===== src/hdl/ptcm_mod_unit.sv =====
// Restoring remainder unit: one quotient bit a cycle, 31 steps, done with the result.
// Self-contained; the count width comes in as a parameter.
`default_nettype none
module ptcm_mod_unit #(
   parameter int COUNT_BITS = 16
) (
   input  wire logic                  clock,
   input  wire logic                  reset,
   input  wire logic                  start,
   input  wire logic [30:0]           dividend,
   input  wire logic [COUNT_BITS-1:0] divisor,
   output logic                       done,
   output logic      [COUNT_BITS-1:0] remainder
);
   logic [30:0]         dividend_ff, dividend_in;
   logic [COUNT_BITS:0] rem_ff, rem_in;
   logic [4:0]          count_ff, count_in;
   logic                busy_ff, busy_in;
   logic                done_ff, done_in;
   logic [COUNT_BITS:0] trial;

   // shift in the next dividend bit and subtract where it fits
   always_comb begin
      dividend_in = dividend_ff;
      rem_in      = rem_ff;
      count_in    = count_ff;
      busy_in     = busy_ff;
      done_in     = 1'b0;
      trial       = {rem_ff[COUNT_BITS-1:0], dividend_ff[30]};
      if (start) begin
         dividend_in = dividend;
         rem_in      = '0;
         count_in    = 5'd0;
         busy_in     = 1'b1;
      end else if (busy_ff) begin
         dividend_in = {dividend_ff[29:0], 1'b0};
         if (trial >= {1'b0, divisor}) rem_in = trial - {1'b0, divisor};
         else rem_in = trial;
         count_in = count_ff + 5'd1;
         if (count_ff == 5'd30) begin
            busy_in = 1'b0;
            done_in = 1'b1;
         end
      end
   end

   always_ff @(posedge clock) begin
      if (reset) begin
         busy_ff <= 1'b0;
         done_ff <= 1'b0;
      end else begin
         busy_ff <= busy_in;
         done_ff <= done_in;
      end
      dividend_ff <= dividend_in;
      rem_ff      <= rem_in;
      count_ff    <= count_in;
   end

   assign done      = done_ff;
   assign remainder = rem_ff[COUNT_BITS-1:0];
endmodule
`default_nettype wire


===== config.mk =====
export PLATFORM = sky130hd
export DESIGN_NAME = ptcm_mod_unit
export DESIGN_NICKNAME = d
export VERILOG_FILES = /design/src/hdl/ptcm_mod_unit.sv
export SDC_FILE = /design/constraint.sdc
export NUM_CORES = 1
export LEC_CHECK = 0
export ABC_CLOCK_PERIOD_IN_PS = 5100
export BUFFER_PORTS_ARGS = -buffer_cell sky130_fd_sc_hd__buf_2
export CORE_MARGIN = 1.5
export CORE_UTILIZATION = 55
export DETAILED_ROUTE_END_ITERATION = 8
export GPL_TIMING_DRIVEN = 1
export PLACE_DENSITY_LB_ADDON = 0.08
export SYNTH_ARGS = -nofsm -noshare
export SYNTH_HDL_FRONTEND = slang
export SYNTH_SLANG_ARGS = --single-unit

===== constraint.sdc =====
create_clock -name clock -period 5.1 [get_ports clock]
set_clock_uncertainty 0.05 [all_clocks]
set_input_delay 0.765 -clock clock [delete_from_list [all_inputs] [get_ports clock]]
set_output_delay 0.765 -clock clock [all_outputs]
set_load 0.005 [all_outputs]

# Word level (Yosys, flattened, before mapping)
# Index checks and enable logic that the tools add are counted.
[word_totals] register_bits=54 inputBits=50 out_inout_bits=17 word_cells=19
[op_classes] add_sub_neg=2 n_lt_le_gt_ge=1 n_eq_ne=1 mux=7 bitwise_logic=1 n_reduce_logical=2
[ops] cell="$mux 31" count=2
[ops] cell="$ge 17x16->1" count=1
[ops] cell="$mux 16" count=1
[ops] cell="$sub 16x16->16" count=1
[ops] cell="$add 5x1->5 const B" count=1
[ops] cell="$eq 5x5->1 const B" count=1
[ops] cell="$mux 1" count=4
[ops] cell="$reduce_or 3->1" count=1
[ops] cell="$reduce_bool 2->1" count=1
[ops] cell="$not 1->1" count=1

# Depth between registers and ports, before layout
# Gate-level depths: netlist of the first run.
[depth] ltp_word=4 mapped_depth=12 mapped_depth_nobuf=11

# Worst setup path after synthesis of the first run
# Ideal clock, no wire load.
[synth_path] path_type="input-to-reg" startpoint="in divisor[10]" endpoint="reg rem_ff[0]" setup_ns=0.079 arrival_time_ns=2.656 required_time_ns=4.971 path_slack_ns=2.314 path_stages=11 path_buffers=2 path_cell_list="inv_1 > ha_1 > clkbuf_2 > a21oi_1 > o22ai_1 > o31ai_1 > a21oi_1 > nor4_2 > buf_6 > mux2_2 > a211oi_2"
[synth_between] elab_chain_cells=2
[synth_rtl] element="start, declared" line_no="11" source="input wire logic [COUNT_BITS-1:0] divisor,"
[synth_rtl] element="$ge 17x16->1" line_no="37" source="if (trial >= {1'b0, divisor}) rem_in = trial - {1'b0, divisor};"
[synth_rtl] element="$mux 16" line_no="37"
[synth_rtl] element="end signal, assigned" line_no="56" source="rem_ff <= rem_in;"
[synth_rtl] element="end, declared" line_no="16" source="logic [COUNT_BITS:0] rem_ff, rem_in;"
# Every way passes these cells.
# A chain may end at the register's enable or synchronous reset.

# Worst setup path in the final report of the first run
[layout_path] startpoint="in divisor[4]" endpoint="reg rem_ff[6]"
[layout_between] elab_chain_cells=2 elab_cells_between_ends=3 cone_classes="1 x add/sub; 1 x order compare; 1 x mux"
[layout_rtl] element="$sub 16x16->16 or $ge 17x16->1 (tied branches)" line_no="37"
[layout_rtl] element="$mux 16 *" line_no="37"
# Every way passes the cells marked *; elsewhere a longest branch is shown, timed or not.

==> impl_metrics.yaml, run 1 <==
yosys:
  async_flop_share: 0
  synthTopCellsByArea: "edfxtp_1 30%, dfxtp_1 15%, mux2_2 11%"
  netlist_area_um2: 3120
  yosysTopAreaCellShare: 0.298
  synth_common_cells: "31 x edfxtp_1, 31 x mux2_2, 23 x dfxtp_1"
  ys_seq_area_frac: 0.446
  ys_warn_count: 0
  yosys.area.top_type: "edfxtp_1"
  yosysUniqueCellTypes: 46
  synth_ff_type: "edfxtp_1"
  synth_edf_count: 31
  ys_ff_latch: 54
  syn-num-nets: 365
  syn_inst: 296
  avgSynthCellArea_um2: 10.5
setup_path:
  slowest_stage: "nor4_4"
  required_ns: 5.20
  ff2ff_path_depth: 9
  slowest_delay_ns: 0.55
  reg2reg_slack_ns: 2.28
  critPathCaptureType: "register"
  cp_top_family: "simple AND/OR/NAND/NOR gates"
  worst-path-max-fanout: 12
  path_buf_inv: 3
  r2r_end: "rem_ff[6]"
  cp-start-kind: "input pin"
  timing.critical_path.mode_cell: "a21oi_1"
  crit_arrival_ns: 3.13
  crit_type: "input pin to register"
  cp_cell_sequence: "buf_2, inv_1, ha_1, a21oi_1, o22ai_1, nor2_1, a21oi_1, nor4_4, buf_4, mux2i_1, a211oi_1"
  r2r-start: "rem_ff[3]"
worst_hold_path:
  hold_class: "register to register"
  hp-start: "rem_ff[9]"
  whs_endpoint: "rem_ff[9]"
  worstHoldPathCells: 2
power:
  peakVddDrop_uv: 149
  p_leak_nw: 1.64
  power_per_cell_area_nw_per_um2: 260
sta:
  rsz0062_at_grt: "no"
  relSlewSlack: 0.217
  period_minus_slack_ns: 3.02
  drv_slew: 0
  fin_crit_sh: 0.593
  layout_setup_ws_ns: 2.08
  setup_viol: 0
  final-hold-violation-count: 0
  fmax_ghz: 0.331
  tns_ns: 0
  tightest_slew_ns: 1.17
clock_tree:
  cts_sinks: 54
  clockBufferDepth: 2
  cts_setup_buffers: 0
  insertion_delay_ns: 0.31
  post_cts_resized: 0
  cts-buffers-inserted: 5
  clock-root-buffer: "clkbuf_8"
  cts_tree: "yes"
  clk_pin_slew_worst_paths_ns: 0.10
  cts-htree-levels: 2
  cts_hold_buffers: 0
grt:
  grt_max_degree: 47
  grt_remaining_overflow: 0
  antenna_found_initial: 0
  grt_pass1_wl_mm: 10.4
  grt_pass1_vias: 2297
  groute.usage.overall: 0.216
place:
  gp_congestion: 0.895
  hpwl_mm: 4.56
  dpl_cell_area_um2: 3490
  port_buffers: 66
  post-place-ws_ns: 1.71
finish:
  final_cell_area_um2: 3590
  fin_nets: 426
  antenna_cells: 0
  area_growth_pct: 14.9
  final_layout_size_suffix_gt1_frac: 0.313
floorplanning:
  initial_core_util: 0.567
  num_rows: 27
  die_area_um2: 6140
  fp.dieH_um: 78.3
  die_w_um: 78.3
  core-area_um2: 5510
  pin_count: 67
drt:
  wl_per_cell_um: 14.3
  drc_errors: 0
  vias_per_cell: 5.45
  wl_mm: 6.16
  drt_iter0_drc: 84
  dr.pass1.iters: 4
  ant_nets: 0
  vias: 2343
outcome:
  status: "complete, no violations"
flow_run:
  maxCapViolations: 0
-- metal layers --
metal  global-route usage  vias up  share of wire
li1                     -     1193              -
met1                0.284     1081           0.46
met2                0.356       60           0.47
met3               0.0488        9          0.053
met4               0.0696        0          0.014
met5                    0        -              0
-- cells by family after synthesis --
logic type | count (synthesis) | share of synthesized area
fa+ha+maj | 19 | 0.0786
simple gates | 66 | 0.101
compound gates | 63 | 0.132
buf+inv | 35 | 0.0481
mux | 43 | 0.150
flops | 54 | 0.446
xor+xnor | 16 | 0.0449
-- worst max-delay path by stage --
stage / start / endpoint / depth (start not counted)
finish: divisor[4] / rem_ff[6] / 11
global route: divisor[4] / rem_ff[5] / 11
CTS: start / dividend_ff[3] / 3
detailed placement: start / dividend_ff[15] / 3
global placement: start / dividend_ff[30] / 3
floorplan: divisor[10] / rem_ff[0] / 11
-- report_power, final --
part	leakage, nW	internal, mW	switching (mW)
Sequential	0.500	0.500	0.0175
Combinational	1.09	0.0784	0.0805
Clock	0.0489	0.113	0.142
Total	1.64	0.691	0.240
-- metrics by stage --
| step | std cells | hold WS, ns | power, mW | util |
|---|---|---|---|---|
| 5_1_grt | 430 | 0.484 | 0.981 | 0.651 |
| 3_3_place_gp | 422 | 0.434 | 0.682 | 0.634 |
| 4_1_cts | 430 | 0.452 | 0.942 | 0.651 |
| 6_report | 430 | 0.444 | 0.931 | 0.651 |
| 3_5_place_dp | 422 | 0.435 | 0.688 | 0.634 |
| 2_1_floorplan | 296 | 0.415 | 0.638 | - |
-- final cells by class --
| type | instances | area (um^2) |
|---|---|---|
| inverters | 22 | 82.6 |
| clock inverters | 1 | 8.76 |
| repair buffers | 67 | 338 |
| clock buffers | 7 | 86.3 |
| flip-flops and latches | 54 | 1390 |
| multi-input cells | 207 | 1590 |
| fillers | 484 | 1920 |
| well taps | 72 | 90.1 |
-- tightest hold or removal path, cell delays in order (launching register included) --
cell,delay [ns]
dfxtp_1,0.35
nand2_1,0.06
o21ai_1,0.05
-- flip-flops by register name, summed over array words and instances, names as in the netlist --
name / cells
dividend_ff: 31
count_ff: 5
busy_ff: 1
done: 1
rem_ff: 16
-- placed cells by master (no fill, tap or decap), drive strengths merged, types with 4 or more instances in the layout --
cell type and count:
dfxtp 23, o21ai 15, clkbuf 7, nor2 22
nand2b 4, edfxtp 31, a21oi 17, ha 18
a21o 4, nand4 5, mux2i 12, xnor2 9
mux2 31, inv 23, buf 67, nand2 21
a211oi 9, xor2 7
(Power assumes the default switching activity.)
==> run 2, diff against run 1 <==
--- a/config.mk
+++ b/config.mk
@@ -5,10 +5,10 @@
 export SDC_FILE = /design/constraint.sdc
 export NUM_CORES = 1
 export LEC_CHECK = 0
-export ABC_CLOCK_PERIOD_IN_PS = 5100
+export ABC_CLOCK_PERIOD_IN_PS = 2780
 export BUFFER_PORTS_ARGS = -buffer_cell sky130_fd_sc_hd__buf_2
 export CORE_MARGIN = 1.5
-export CORE_UTILIZATION = 55
+export CORE_UTILIZATION = 49
 export DETAILED_ROUTE_END_ITERATION = 8
 export GPL_TIMING_DRIVEN = 1
 export PLACE_DENSITY_LB_ADDON = 0.08
==> constraint.sdc (replaced) <==
create_clock -name clock -period 2.78 [get_ports clock]
set_clock_uncertainty 0.05 [all_clocks]
set_input_delay 0.417 -clock clock [delete_from_list [all_inputs] [get_ports clock]]
set_output_delay 0.417 -clock clock [all_outputs]
set_load 0.005 [all_outputs]
==> run 2 against run 1 <==
  * Wire length increased by 1.1%
  * Setup slack lost 1.8 ns
  * Worst hold slack worse by 0.21 ns
  * Sequential share of layout area shrank 0.59 points
  * Non-clock buffer count grew 8
  * Clock-buffer cell count down 1
  * Via count fell by 0.81%
  * Global-route usage shrank 2.8 points
  * Combinational power is 91% higher
==> impl_metrics.yaml, run 2 (synthesis gave the netlist of run 1 again) <==
sta:
  final-hold-violation-count: 0
  rsz0062_at_grt: "no"
  fmax_ghz: 0.393
  layout_setup_ws_ns: 0.237
  tightest_slew_ns: 0.645
  fin_crit_sh: 0.915
  drv_slew: 0
  period_minus_slack_ns: 2.54
  setup_viol: 0
  tns_ns: 0
  relSlewSlack: 0.570
drt:
  ant_nets: 0
  drc_errors: 0
  drt_iter0_drc: 67
  wl_mm: 6.22
  vias: 2324
  dr.pass1.iters: 5
  wl_per_cell_um: 14.1
  vias_per_cell: 5.27
grt:
  grt_pass1_vias: 2286
  antenna_found_initial: 0
  groute.usage.overall: 0.189
  grt_remaining_overflow: 0
  grt_pass1_wl_mm: 10.6
  grt_max_degree: 32
floorplanning:
  die_w_um: 82.8
  pin_count: 67
  num_rows: 28
  die_area_um2: 6860
  core-area_um2: 6030
  fp.dieH_um: 82.8
  initial_core_util: 0.518
clock_tree:
  cts_sinks: 54
  cts-buffers-inserted: 5
  cts-htree-levels: 2
  clk_pin_slew_worst_paths_ns: 0.10
  post_cts_resized: 0
  cts_tree: "yes"
  insertion_delay_ns: 0.31
  clockBufferDepth: 2
  cts_setup_buffers: 0
  clock-root-buffer: "clkbuf_8"
  cts_hold_buffers: 0
place:
  dpl_cell_area_um2: 3550
  hpwl_mm: 4.66
  port_buffers: 66
  post-place-ws_ns: 0.119
  dp_cells: 433
  gp_congestion: 0.827
setup_path:
  slowest_stage: "fa_1"
  required_ns: 2.91
  cp-start-kind: "register"
  crit_type: "register to register"
  path_buf_inv: 3
  ff2ff_path_depth: 12
  slowest_delay_ns: 0.40
  reg2reg_slack_ns: 0.24
  cp_cell_sequence: "inv_1, ha_1, inv_1, fa_1, a21o_1, a311oi_1, buf_4, o21bai_1, a31oi_1, xnor2_1, mux2i_1, o21ai_1"
  worst-path-max-fanout: 3
  r2r-start: "dividend_ff[30]"
  r2r_end: "rem_ff[14]"
  critPathCaptureType: "register"
  timing.critical_path.mode_cell: "inv_1"
  cp_top_family: "compound AO/OA/AOI/OAI gates"
  crit_arrival_ns: 2.67
worst_hold_path:
  worstHoldPathCells: 2
  hp-start: "reset"
  whs_endpoint: "busy_ff"
  hold_class: "input pin to register"
power:
  p_leak_nw: 1.67
  power_per_cell_area_nw_per_um2: 462
  peakVddDrop_uv: 285
outcome:
  status: "complete, no violations"
finish:
  final_cell_area_um2: 3640
  area_growth_pct: 16.6
  multiInputGateArea_um2: 1590
  stdcell_count: 441
  final_util: 0.604
  antenna_cells: 0
  fillers: 577
  final_layout_size_suffix_gt1_frac: 0.328
  reg_top3: "dividend_ff (31), rem_ff (16), count_ff (5)"
  fin_nets: 434
  final_cell_mix: "66 x buf_2, 31 x mux2_2, 31 x edfxtp_1"
  max_flop_register: "dividend_ff"
  final-seq-area_um2: 1390
  largest_reg_flops: 31
  final_common_cell: "buf_2"
flow_run:
  maxCapViolations: 0
==> run 2: cell count changes in the layout (fill, tap and decap cells not counted) <==
cell        previous run  this run
clkinv_4               0         1
inv_6                  1         0
buf_4                  1         9
clkbuf_8               6         5
clkinvlp_2             0         1
==> run 2: final cells by class <==
cell class | count | area share
Multi-Input combinational cell | 207 | 0.436
Clock buffer | 6 | 0.0199
Clock inverter | 2 | 0.00378
Inverter | 22 | 0.0227
Sequential cell | 54 | 0.382
Tap cell | 75 | 0.0258
Timing Repair Buffer | 75 | 0.109
==> run 2: worst max-delay path by stage <==
stage                                from          to  slack, ns  depth (start not counted)
after detailed placement      divisor[10]  rem_ff[10]       0.12                         11
after CTS                 dividend_ff[30]  rem_ff[14]       0.22                         12
final                     dividend_ff[30]  rem_ff[14]       0.24                         12
after global placement         divisor[4]   rem_ff[0]       0.16                         10
after floorplan               divisor[10]   rem_ff[0]       0.34                         11
after global routing            rem_ff[3]  rem_ff[10]       0.04                          9
==> run 2: power breakdown <==
group	switching, mW	leakage, nW	internal, mW	total [mW]
Combinational	0.153	1.13	0.151	0.303
Sequential	0.0286	0.500	0.917	0.945
Clock	0.257	0.0413	0.178	0.434
Total	0.438	1.67	1.25	1.68
==> run 2: per-stage QoR <==
stage	total power, mW	hold WS (ns)
global placement	1.26	0.422
finish	1.68	0.233
detailed placement	1.27	0.433
CTS	1.71	0.223
floorplan	1.17	0.415
global route	1.77	0.220
==> run 2: metal layers <==
metal,GRT usage,share of wire,vias to the layer above
met3,0.0368,0.039,8
li1,-,-,1209
met4,0.0652,0.016,0
met2,0.292,0.45,44
met1,0.265,0.50,1063
met5,0,0,-
